`src/ipsp_pkg.sv`:
```
// shared types, codes and constants of the ips patch stream parser
package ipsp_pkg;

  typedef enum logic [3:0] {
    PH_HEADER  = 4'd0,
    PH_OFFSET  = 4'd1,
    PH_SIZE    = 4'd2,
    PH_LITERAL = 4'd3,
    PH_RUNLEN  = 4'd4,
    PH_FILL    = 4'd5,
    PH_DONE    = 4'd6
  } phase_t;

  typedef enum logic [1:0] {
    ST_BUSY = 2'd0,
    ST_OK   = 2'd1,
    ST_FAIL = 2'd2
  } status_t;

  localparam int unsigned ADDR_W   = 3;
  localparam int unsigned DATA_W   = 32;
  localparam int unsigned IMG_W    = 25;
  localparam logic        REG_IMAGE_SIZE = 1'b0;

  localparam logic [IMG_W-1:0] IMAGE_LIMIT = 25'h1000000;
  localparam logic [23:0]      MAGIC_END   = 24'h454F46;

  // "PATCH", indexed modulo five
  function automatic logic [7:0] header_byte(input logic [2:0] idx);
    logic [7:0] val;
    case (idx)
      3'd0:    val = 8'h50;
      3'd1:    val = 8'h41;
      3'd2:    val = 8'h54;
      3'd3:    val = 8'h43;
      3'd4:    val = 8'h48;
      3'd5:    val = 8'h50;
      3'd6:    val = 8'h41;
      3'd7:    val = 8'h54;
      default: val = 8'h50;
    endcase
    return val;
  endfunction

endpackage

```
`src/ips_patch_stream_parser_core.sv`:
```
// ips patch stream parser: header check, record decode, write and fill commands
// path: an accepted item is held in the input register, then in the result register
// throughput: one item per cycle while out_ready does not stall the result, the parse state updates once per item
// items that arrive after a finish are dropped without a result until last_byte
// reset: synchronous active low rst_n clears the parse state, image_size and
// both pipeline valid flags
module ips_patch_stream_parser_core
  import ipsp_pkg::*;
(
  input  logic                clk,
  input  logic                rst_n,
  // input item channel
  input  logic                in_valid,
  output logic                in_ready,
  input  logic [7:0]          in_patch_byte,
  input  logic                in_last_byte,
  // result item channel
  output logic                out_valid,
  input  logic                out_ready,
  output logic                out_write_valid,
  output logic [23:0]         out_write_address,
  output logic [7:0]          out_write_data,
  output logic [15:0]         out_fill_count,
  output logic [1:0]          out_status,
  // configuration port
  input  logic                psel,
  input  logic                penable,
  input  logic                pwrite,
  input  logic [ADDR_W-1:0]   paddr,
  input  logic [DATA_W-1:0]   pwdata,
  output logic [DATA_W-1:0]   prdata,
  output logic                pready
);

  // configuration register
  logic [IMG_W-1:0] image_size_r;
  logic             cfg_write;

  // input register stage
  logic       s1_valid_r;
  logic [7:0] s1_byte_r;
  logic       s1_last_r;

  // parse state
  phase_t      phase_r, phase_nxt;
  logic [2:0]  idx_r, idx_nxt;
  logic [23:0] offset_r, offset_nxt;
  logic [15:0] size_r, size_nxt;
  logic [15:0] remain_r, remain_nxt;
  logic [23:0] wptr_r, wptr_nxt;

  // result register
  logic        out_valid_r;
  logic        res_wv_r;
  logic [23:0] res_wa_r;
  logic [7:0]  res_wd_r;
  logic [15:0] res_fc_r;
  status_t     res_st_r;

  // combinational result of the item in the input register
  logic        emit;
  logic        wv;
  logic [23:0] wa;
  logic [7:0]  wd;
  logic [15:0] fc;
  status_t     st;

  logic        advance;
  logic        s1_fire;
  logic        in_fire;

  logic [23:0]      off_sh;
  logic [15:0]      size_sh;
  logic [15:0]      remain_dec;
  logic [IMG_W-1:0] lim;
  logic [IMG_W-1:0] rec_end;
  logic             exceeds;

  // handshake: the input register moves on when the result register is free
  // or drained this cycle, so a result taken this cycle does not block a new item
  assign advance  = !out_valid_r || out_ready;
  assign s1_fire  = s1_valid_r && advance;
  assign in_ready = !s1_valid_r || advance;
  assign in_fire  = in_valid && in_ready;

  // apb: one register, selected by the word address bit
  assign pready    = 1'b1;
  assign cfg_write = psel && penable && pwrite && pready;
  assign prdata    = (paddr[2] == REG_IMAGE_SIZE) ?
                     {{(DATA_W-IMG_W){1'b0}}, image_size_r} : '0;

  // record bound check, shared by the size and run length fields
  assign off_sh     = {offset_r[15:0], s1_byte_r};
  assign size_sh    = {size_r[7:0], s1_byte_r};
  assign remain_dec = remain_r - 16'd1;
  assign lim        = (image_size_r > IMAGE_LIMIT) ? IMAGE_LIMIT : image_size_r;
  assign rec_end    = {1'b0, offset_r} + {{(IMG_W-16){1'b0}}, size_sh};
  assign exceeds    = rec_end > lim;

  // next parse state
  always_comb begin
    phase_nxt  = phase_r;
    idx_nxt    = idx_r;
    offset_nxt = offset_r;
    size_nxt   = size_r;
    remain_nxt = remain_r;
    wptr_nxt   = wptr_r;
    st         = ST_BUSY;
    case (phase_r)
      PH_HEADER: begin
        if (s1_byte_r != header_byte(idx_r)) begin
          st = ST_FAIL;
        end else if (idx_r >= 3'd4) begin
          idx_nxt   = '0;
          phase_nxt = PH_OFFSET;
          if (s1_last_r) st = ST_OK;
        end else begin
          idx_nxt = idx_r + 3'd1;
          if (s1_last_r) st = ST_FAIL;
        end
      end
      PH_OFFSET: begin
        offset_nxt = off_sh;
        if (idx_r >= 3'd2) begin
          idx_nxt = '0;
          if (off_sh == MAGIC_END) begin
            st = ST_OK;
          end else if (s1_last_r) begin
            st = ST_FAIL;
          end else begin
            size_nxt  = '0;
            phase_nxt = PH_SIZE;
          end
        end else begin
          idx_nxt = idx_r + 3'd1;
          if (s1_last_r) st = ST_FAIL;
        end
      end
      PH_SIZE: begin
        size_nxt = size_sh;
        if (idx_r >= 3'd1) begin
          idx_nxt = '0;
          if (size_sh != '0) begin
            if (s1_last_r || exceeds) begin
              st = ST_FAIL;
            end else begin
              remain_nxt = size_sh;
              wptr_nxt   = offset_r;
              phase_nxt  = PH_LITERAL;
            end
          end else if (s1_last_r) begin
            st = ST_FAIL;
          end else begin
            phase_nxt = PH_RUNLEN;
          end
        end else begin
          idx_nxt = idx_r + 3'd1;
          if (s1_last_r) st = ST_FAIL;
        end
      end
      PH_LITERAL: begin
        wptr_nxt   = wptr_r + 24'd1;
        remain_nxt = remain_dec;
        if (remain_dec == '0) begin
          phase_nxt  = PH_OFFSET;
          offset_nxt = '0;
          idx_nxt    = '0;
          if (s1_last_r) st = ST_OK;
        end else if (s1_last_r) begin
          st = ST_FAIL;
        end
      end
      PH_RUNLEN: begin
        size_nxt = size_sh;
        if (idx_r >= 3'd1) begin
          idx_nxt = '0;
          if (s1_last_r || size_sh == '0 || exceeds) begin
            st = ST_FAIL;
          end else begin
            phase_nxt = PH_FILL;
          end
        end else begin
          idx_nxt = idx_r + 3'd1;
          if (s1_last_r) st = ST_FAIL;
        end
      end
      PH_FILL: begin
        phase_nxt  = PH_OFFSET;
        offset_nxt = '0;
        idx_nxt    = '0;
        if (s1_last_r) st = ST_OK;
      end
      PH_DONE: begin
        // finished: drop items, re-arm on the last byte of the file
        if (s1_last_r) begin
          phase_nxt  = PH_HEADER;
          idx_nxt    = '0;
          offset_nxt = '0;
          size_nxt   = '0;
          remain_nxt = '0;
          wptr_nxt   = '0;
        end
      end
      default: begin
        st = ST_FAIL;
      end
    endcase

    // a finish either re-arms at once or waits for the last byte
    if (st != ST_BUSY) begin
      if (s1_last_r) begin
        phase_nxt  = PH_HEADER;
        idx_nxt    = '0;
        offset_nxt = '0;
        size_nxt   = '0;
        remain_nxt = '0;
        wptr_nxt   = '0;
      end else begin
        phase_nxt = PH_DONE;
      end
    end
  end

  // result fields of the current item
  always_comb begin
    emit = 1'b1;
    wv   = 1'b0;
    wa   = '0;
    wd   = '0;
    fc   = '0;
    case (phase_r)
      PH_LITERAL: begin
        wv = 1'b1;
        wa = wptr_r;
        wd = s1_byte_r;
        fc = 16'd1;
      end
      PH_FILL: begin
        wv = 1'b1;
        wa = offset_r;
        wd = s1_byte_r;
        fc = size_r;
      end
      PH_DONE: begin
        emit = 1'b0;
      end
      default: begin
        emit = 1'b1;
      end
    endcase
  end

  // control registers
  always_ff @(posedge clk) begin
    if (!rst_n) begin
      image_size_r <= '0;
      s1_valid_r   <= 1'b0;
      out_valid_r  <= 1'b0;
      phase_r      <= PH_HEADER;
      idx_r        <= '0;
      offset_r     <= '0;
      size_r       <= '0;
      remain_r     <= '0;
      wptr_r       <= '0;
    end else begin
      if (cfg_write && paddr[2] == REG_IMAGE_SIZE) begin
        image_size_r <= pwdata[IMG_W-1:0];
      end
      if (in_fire) begin
        s1_valid_r <= 1'b1;
      end else if (advance) begin
        s1_valid_r <= 1'b0;
      end
      if (advance) begin
        out_valid_r <= s1_valid_r && emit;
      end
      if (s1_fire) begin
        phase_r  <= phase_nxt;
        idx_r    <= idx_nxt;
        offset_r <= offset_nxt;
        size_r   <= size_nxt;
        remain_r <= remain_nxt;
        wptr_r   <= wptr_nxt;
      end
    end
  end

  // payload registers
  always_ff @(posedge clk) begin
    if (in_fire) begin
      s1_byte_r <= in_patch_byte;
      s1_last_r <= in_last_byte;
    end
    if (s1_fire && emit) begin
      res_wv_r <= wv;
      res_wa_r <= wa;
      res_wd_r <= wd;
      res_fc_r <= fc;
      res_st_r <= st;
    end
  end

  assign out_valid         = out_valid_r;
  assign out_write_valid   = res_wv_r;
  assign out_write_address = res_wa_r;
  assign out_write_data    = res_wd_r;
  assign out_fill_count    = res_fc_r;
  assign out_status        = res_st_r;

endmodule

```
`config.mk`:
```
export PLATFORM = sky130hd
export DESIGN_NAME = ips_patch_stream_parser_core
export DESIGN_NICKNAME = d
export VERILOG_FILES = /design/src/ipsp_pkg.sv /design/src/ips_patch_stream_parser_core.sv
export SDC_FILE = /design/constraint.sdc
export NUM_CORES = 1
export LEC_CHECK = 0
export BUFFER_PORTS_ARGS = -buffer_cell sky130_fd_sc_hd__buf_4
export CORE_ASPECT_RATIO = 1.25
export CORE_MARGIN = 2
export CORE_UTILIZATION = 30
export CTS_CLUSTER_DIAMETER = 30
export CTS_CLUSTER_SIZE = 16
export DETAILED_ROUTE_END_ITERATION = 12
export SLEW_MARGIN = 40
export SYNTH_ARGS = -nofsm -noshare
export SYNTH_HDL_FRONTEND = slang
export SYNTH_SLANG_ARGS = --single-unit
```
`constraint.sdc`:
```
create_clock -name clk -period 7 [get_ports clk]
set_clock_uncertainty 0.1 [all_clocks]
set_input_delay 0.35 -clock clk [delete_from_list [all_inputs] [get_ports clk]]
set_output_delay 0.35 -clock clk [all_outputs]
set_load 0.02 [all_outputs]
```
==> results.py, run 1 <==
metrics = {
    "clock_network": {
        "htreeDepth": 4,
        "cts-buffers-inserted": 17,
        "worstSkewPairLatency_ns": 0.46,
        "clockRootBuffer": "clkbuf_16",
        "clockBufferDepth": 2,
        "post-cts-setup-buffers": 0,
        "clock_sinks": 178,
        "cts_tree": "done",
        "clkTransAtPathRegs_ns": 0.09,
    },
    "routing": {
        "drt-total-wl_um": 31500,
        "drtIter0Drc": 751,
        "first_pass_iters": 5,
        "ant_nets": 0,
        "wl_per_cell_um": 18.3,
        "drc": 0,
        "avgViaCountPerCell": 5.40,
        "route.vias.total": 9311,
    },
    "power": {
        "power_w": 0.00241,
        "powerDensity_mw_per_mm2": 195,
        "leakage_nw": 4.60,
        "ir_worst_vdd_mv": 0.156,
    },
    "logic_synthesis": {
        "async_flop_share_pct": 0,
        "avgSynthCellArea_sq_um": 8.78,
        "synth_edf_count": 60,
        "ys_types": 93,
        "syn-cell-area_sq_mm": 0.0104,
        "synth.area.top_cells": "dfxtp_1 23%, edfxtp_1 17%, nand2_1 6.5%",
        "yosys_warnings": 0,
        "yosysTopAreaCellShare_pct": 22.8,
        "syn-instance-count": 1181,
        "synth_flop_cell": "dfxtp_1",
        "seq_area_frac_synth_pct": 40.1,
        "ys_ff_latch": 178,
        "synth_top_area_cell": "dfxtp_1",
    },
    "critical_path": {
        "worst_path_max_delay_cell": "dfxtp_1",
        "critPathLaunchType": "flop",
        "critPathMaxFanout": 16,
        "cpPeakStageDelay_ns": 0.41,
        "worstPathRequired_ns": 7.30,
        "path_buf_inv": 2,
        "worstSetupPathType": "reg -> reg",
        "crit_path_end_kind": "flop",
        "crit_arrival_ns": 6.49,
        "critPathTopFamily": "compound AO/OA/AOI/OAI gates",
    },
    "sta": {
        "fmax_ghz": 0.161,
        "tightest_slew_ns": 0.777,
        "setup_viol": 0,
        "fin_crit_sh_pct": 88.5,
        "hold_viol": 0,
        "rsz0062_at_grt": "no",
        "slew_headroom_pct": 48.2,
        "period_needed_ns": 6.19,
        "maxSlewViolCount": 0,
        "tns_ns": 0,
    },
    "grt": {
        "grt_pass1_vias": 9169,
        "antenna_found_initial": 0,
        "grt_pass1_wl_um": 50000,
        "grt_max_degree": 52,
        "grt_overflow_total": 0,
        "grtUsageTotal_pct": 17.6,
    },
    "placed_design": {
        "io_buffers": 119,
        "place_congestion": 0.916,
        "hpwl_um": 22700,
    },
    "cells_and_area": {
        "final_layout_size_suffix_gt1_share_pct": 16.7,
        "diodes": 0,
        "multi_input_comb_area_sq_mm": 0.00574,
        "n_fill_cell": 3476,
        "area_growth_pct": 19.3,
        "regArea_sq_mm": 0.00416,
        "nets": 1382,
    },
    "run": {
        "drv_cap": 0,
    },
    "floorplan": {
        "num_rows": 76,
        "core_sq_mm": 0.0342,
        "die_h_um": 212,
        "die_area_sq_mm": 0.0361,
        "start_util_pct": 30.3,
        "fp.dieW_um": 170,
        "io_pins": 137,
    },
    "status": {
        "status": "complete, no violations",
    },
    "worst_hold_path": {
        "hold_path.class": "in -> reg",
    },
}
==> worst paths after layout <==
kind / start / to / slack, ns / cells after the start
max: offset_r[0] / size_r[3] / 0.81 / 25
min: pwdata[16] / image_size_r[16] / 0.03 / 3
max reg2reg: offset_r[0] / size_r[3] / 0.81 / 25
min reg2reg: size_r[10] / size_r[10] / 0.38 / 1
==> cell families (layout without fill, tap and decap cells) <==
kind of cell    Yosys count  after routing  share of synthesized area [%]
flops                   178            178                           40.1
mux                       9              9                          0.869
other cells               2              8                         0.0724
compound gates          348            348                           23.0
xor+xnor                 29             29                           2.45
simple gates            460            460                           22.6
buf+inv                 107            216                           5.01
fa+ha+maj                48             48                           5.86
==> power breakdown <==
group	switching [W]	internal [W]	leakage, nW
clock network	0.000513	0.000496	0.303
registers	0.0000240	0.00109	1.53
logic	0.000186	0.000105	2.76
==> synthesized netlist by cell type (4+ instances only) <==
| master | count |
|---|---|
| xnor2_1 | 25 |
| o21a_1 | 4 |
| nand4_1 | 25 |
| nor4_1 | 22 |
| o21ai_0 | 68 |
| inv_1 | 30 |
| a22o_1 | 64 |
| a31oi_1 | 10 |
| o21ai_1 | 10 |
| nand4b_1 | 4 |
| a21oi_1 | 92 |
| buf_6 | 8 |
| edfxtp_1 | 60 |
| o2bb2ai_1 | 4 |
| ha_1 | 47 |
| o211ai_1 | 4 |
| and2_1 | 38 |
| a221oi_1 | 12 |
| nor2_4 | 4 |
| nor3_1 | 26 |
| nand3_1 | 26 |
| mux2i_1 | 9 |
| o21bai_1 | 5 |
| o221ai_1 | 7 |
| nand2_1 | 180 |
| a211oi_1 | 6 |
| dfxtp_1 | 118 |
| nand2b_1 | 7 |
| a21o_1 | 4 |
| o22ai_1 | 12 |
| clkbuf_1 | 42 |
| nor2_1 | 64 |
| nor2b_1 | 27 |
| buf_2 | 9 |
| buf_4 | 12 |
| and3_1 | 6 |
| o41ai_1 | 4 |
| xor2_1 | 4 |
==> worst reg2reg max path, cell delays in order (launching register included) <==
cell	delay (ns)
dfxtp_1	0.41
ha_1	0.25
fa_1	0.40
a21o_1	0.17
a21oi_1	0.22
o21bai_1	0.12
a31oi_1	0.22
o21ai_0	0.15
o41ai_1	0.26
buf_4	0.19
o2111ai_1	0.13
a21oi_1	0.40
nor2_1	0.10
xor2_1	0.16
ha_1	0.32
nand4_1	0.16
nor3_1	0.07
a221oi_1	0.29
o211ai_1	0.23
o2111ai_1	0.35
a21oi_4	0.14
o31ai_4	0.37
buf_4	0.25
a21oi_4	0.07
nor2_4	0.39
a22o_1	0.23
==> through the flow <==
step | utilization [%] | instance area (sq um) | hold WS (ns) | std cells | setup WS [ns]
final | 36.2 | 12400 | 0.0302 | 1725 | 0.807
after global routing | 36.2 | 12400 | 0.0258 | 1725 | 0.240
after CTS | 36.1 | 12400 | 0.0185 | 1725 | 0.797
after detailed placement | 34.0 | 11700 | 0.359 | 1684 | 0.833
after global placement | 33.9 | 11600 | 0.354 | 1681 | 0.884
after floorplan | - | 10400 | 0.340 | 1187 | 1.47
==> registers in the layout (all words and copies together), names as in the netlist, 2 cells and up, named ones only <==
| register | flops |
|---|---|
| remain_r | 16 |
| idx_r | 3 |
| image_size_r | 25 |
| out_fill_count | 16 |
| size_r | 16 |
| wptr_r | 24 |
| offset_r | 24 |
| s1_byte_r | 8 |
| out_write_data | 8 |
| out_status | 2 |
| phase_r | 3 |
| out_write_address | 24 |
==> cell type report <==
class | count | share of cell area [%]
Inverter | 32 | 1.00
Multi-Input combinational cell | 902 | 46.4
Timing Repair Buffer | 152 | 9.56
Sequential cell | 178 | 33.6
Clock buffer | 17 | 3.44
Tap cell | 429 | 4.34
Clock inverter | 15 | 1.65
==> routing by layer <==
metal,GRT usage [%],routed length (um)
met4,6.19,787
met3,2.86,1770
met1,22.7,13900
met5,0,0
met2,29.8,15100
==> placed cells by master (no fill, tap or decap), types with 5 or more instances in the layout <==
master	instances
and2_1	38
o21bai_1	5
a22o_1	64
xnor2_1	25
and3_1	6
a31oi_1	10
buf_4	142
dfxtp_1	118
nor3_1	26
o22ai_1	12
ha_1	47
dlygate4sd3_1	9
a21oi_1	92
clkbuf_16	17
nor2_4	7
nand4_1	25
edfxtp_1	60
nand3_1	26
a211oi_1	6
nand2_1	180
mux2i_1	9
o221ai_1	7
inv_1	29
a221oi_1	12
nor4_1	22
conb_1	8
nor2b_1	27
o21ai_0	68
nor2_1	61
nand2b_1	7
clkinv_8	6
o21ai_1	9
==> repair_timing <==
action                    4_1_cts  5_1_grt
resized for setup               0        0
hold buffers                    9        0
hold endpoints to repair        9        0
No activity file was read; power rests on OpenSTA's default activity.
==> run 2, diff against run 1 <==
--- a/config.mk
+++ b/config.mk
@@ -10,4 +10,5 @@
 export CORE_MARGIN = 2
 export CORE_UTILIZATION = 30
+export CTS_BUF_LIST = sky130_fd_sc_hd__clkbuf_4
 export CTS_CLUSTER_DIAMETER = 30
 export CTS_CLUSTER_SIZE = 16
==> constraint.sdc (replaced) <==
create_clock -name clk -period 7 [get_ports clk]
set_clock_uncertainty 0.1 [all_clocks]
set_input_delay 1.4 -clock clk [delete_from_list [all_inputs] [get_ports clk]]
set_output_delay 1.4 -clock clk [all_outputs]
set_load 0.02 [all_outputs]
==> run 2 against run 1 <==
Against the previous run: first-iteration DRC count fell by 9.1%; non-clock buffer count fell by 7; via count fell by 0.19%; combinational power fell by 1%; sequential power barely moved; core utilization fell by 1.0 points; critical path type unchanged; flip-flop and latch count did not move; setup slack got worse by 0.087 ns; hold slack improved by 0.37 ns; routed wire length fell by 0.98%.
==> results.py, run 2 (same netlist as run 1, synthesis figures left out) <==
metrics = {
    "cells_and_area": {
        "final_common_cell": "nand2_1",
        "nets": 1375,
        "largest_register_ffs": 25,
        "mostFrequentLayoutCells": "180 x nand2_1, 142 x buf_4, 118 x dfxtp_1, 92 x a21oi_1, 68 x o21ai_0",
        "area_growth_pct": 15.9,
        "regMostFlops": "image_size_r",
        "final_layout_size_suffix_gt1_share_pct": 17.0,
    },
    "status": {
        "status": "complete, no violations",
    },
    "routing": {
        "first_pass_iters": 5,
        "drc": 0,
        "ant_nets": 0,
        "route.vias.total": 9293,
        "wl_per_cell_um": 18.1,
        "drtIter0Drc": 683,
        "avgViaCountPerCell": 5.41,
        "drt-total-wl_um": 31200,
    },
    "sta": {
        "rsz0062_at_grt": "no",
        "maxSlewViolCount": 0,
        "fmax_ghz": 0.159,
        "hold_viol": 0,
        "slew_headroom_pct": 42.6,
        "fin_crit_sh_pct": 89.7,
        "tns_ns": 0,
        "setup_viol": 0,
        "tightest_slew_ns": 0.862,
        "period_needed_ns": 6.28,
    },
    "placed_design": {
        "hpwl_um": 22400,
        "io_buffers": 119,
        "place_congestion": 0.897,
    },
    "critical_path": {
        "critPathTopFamily": "compound AO/OA/AOI/OAI gates",
        "cpPeakStageDelay_ns": 0.56,
        "critPathLaunchType": "flop",
        "path_buf_inv": 1,
        "cp_cell_sequence": "ha_1 -> a21o_1 -> a21oi_1 -> nand2b_1 -> a21oi_1 -> o41ai_1 -> o21ai_0 -> o41ai_1 -> o31ai_1 -> nand4_1 -> xnor2_1 -> ha_1 -> nand4_1 -> nor3_1 -> a221oi_1 -> o211ai_1 -> o2111ai_1 -> a21oi_4 -> o31ai_4 -> buf_4 -> a21oi_4 -> nor2_4 -> a22o_1",
        "critPathMaxFanout": 16,
        "crit_path_end_kind": "flop",
        "worst_path_max_delay_cell": "dfxtp_1",
        "worstPathRequired_ns": 7.48,
        "worstSetupPathType": "reg -> reg",
        "crit_arrival_ns": 6.76,
    },
    "power": {
        "power_w": 0.00202,
        "ir_worst_vdd_mv": 0.0916,
        "leakage_nw": 4.44,
        "powerDensity_mw_per_mm2": 168,
    },
    "clock_network": {
        "cts_resized": 0,
        "htreeDepth": 4,
        "clock_sinks": 178,
        "cts_tree": "done",
        "worstSkewPairLatency_ns": 0.64,
        "clkTransAtPathRegs_ns": 0.18,
        "clockBufferDepth": 2,
        "post-cts-setup-buffers": 0,
        "postCtsHoldBufs": 0,
        "cts-buffers-inserted": 17,
        "clockRootBuffer": "clkbuf_4",
    },
    "floorplan": {
        "die_area_sq_mm": 0.0361,
        "io_pins": 137,
        "die_h_um": 212,
        "core_sq_mm": 0.0342,
        "fp.dieW_um": 170,
        "start_util_pct": 30.3,
        "num_rows": 76,
    },
    "grt": {
        "antenna_found_initial": 1,
        "grtUsageTotal_pct": 17.3,
        "grt_pass1_vias": 8842,
        "grt_overflow_total": 0,
        "use_met2_pct": 28.4,
        "met3_usage_pct": 2.58,
        "grt_pass1_wl_um": 48800,
        "grt_max_degree": 52,
        "busiest_layer": "met2",
        "use_met1_pct": 22.4,
    },
    "run": {
        "drv_cap": 0,
    },
    "worst_hold_path": {
        "hold_path.class": "reg -> reg",
    },
}
## run 2: final timing paths
| path | start | end | slack (ns) | depth (start not counted) |
|---|---|---|---|---|
| setup / recovery | offset_r[1] | size_r[3] | 0.72 | 23 |
| hold / removal | size_r[11] | size_r[11] | 0.40 | 1 |
| setup reg to reg | offset_r[1] | size_r[3] | 0.72 | 23 |
| hold reg to reg | size_r[11] | size_r[11] | 0.40 | 1 |
## run 2: power by group
group / internal, W / total (W) / leakage, nW / switching [W]
Combinational: 0.000102 / 0.000287 / 2.74 / 0.000185
Sequential: 0.00109 / 0.00111 / 1.53 / 0.0000242
Clock: 0.000171 / 0.000622 / 0.165 / 0.000451
## run 2: worst reg2reg max path: cells and delay by family, from the launching register on
kind,cells,cell delay (ns)
xor+xnor,1,0.14
compound gates,14,3.65
simple gates,5,0.94
flops,1,0.56
fa+ha+maj,2,0.58
buf+inv,1,0.25
## run 2: cell type report
| type | instances | area (sq um) |
|---|---|---|
| flip-flops and latches | 178 | 4160 |
| clock buffers | 17 | 128 |
| inverters | 32 | 123 |
| repair buffers | 145 | 1140 |
| clock inverters | 15 | 186 |
| fillers | 3557 | 22200 |
| multi-input cells | 902 | 5740 |
| well taps | 429 | 537 |
| diodes | 1 | 2.50 |
## run 2: through the flow
| step | cell area, sq um | utilization (%) | hold WS [ns] | worst slack, ns | cells |
|---|---|---|---|---|---|
| finish | 12000 | 35.1 | 0.398 | 0.720 | 1719 |
| global route | 12000 | 35.1 | 0.425 | 0.0724 | 1719 |
| CTS | 12000 | 35.1 | 0.399 | 0.721 | 1718 |
| detailed placement | 11700 | 34.2 | 0.359 | 0.774 | 1686 |
| global placement | 11600 | 34.0 | 0.353 | 0.861 | 1683 |
| floorplan | 10400 | - | 0.340 | 1.47 | 1187 |
## run 2: layer usage
layer | vias up | wire (um)
met2 | 350 | 14700
li1 | 4528 | -
met1 | 4352 | 13600
met4 | 0 | 1080
met5 | - | 0
met3 | 63 | 1790
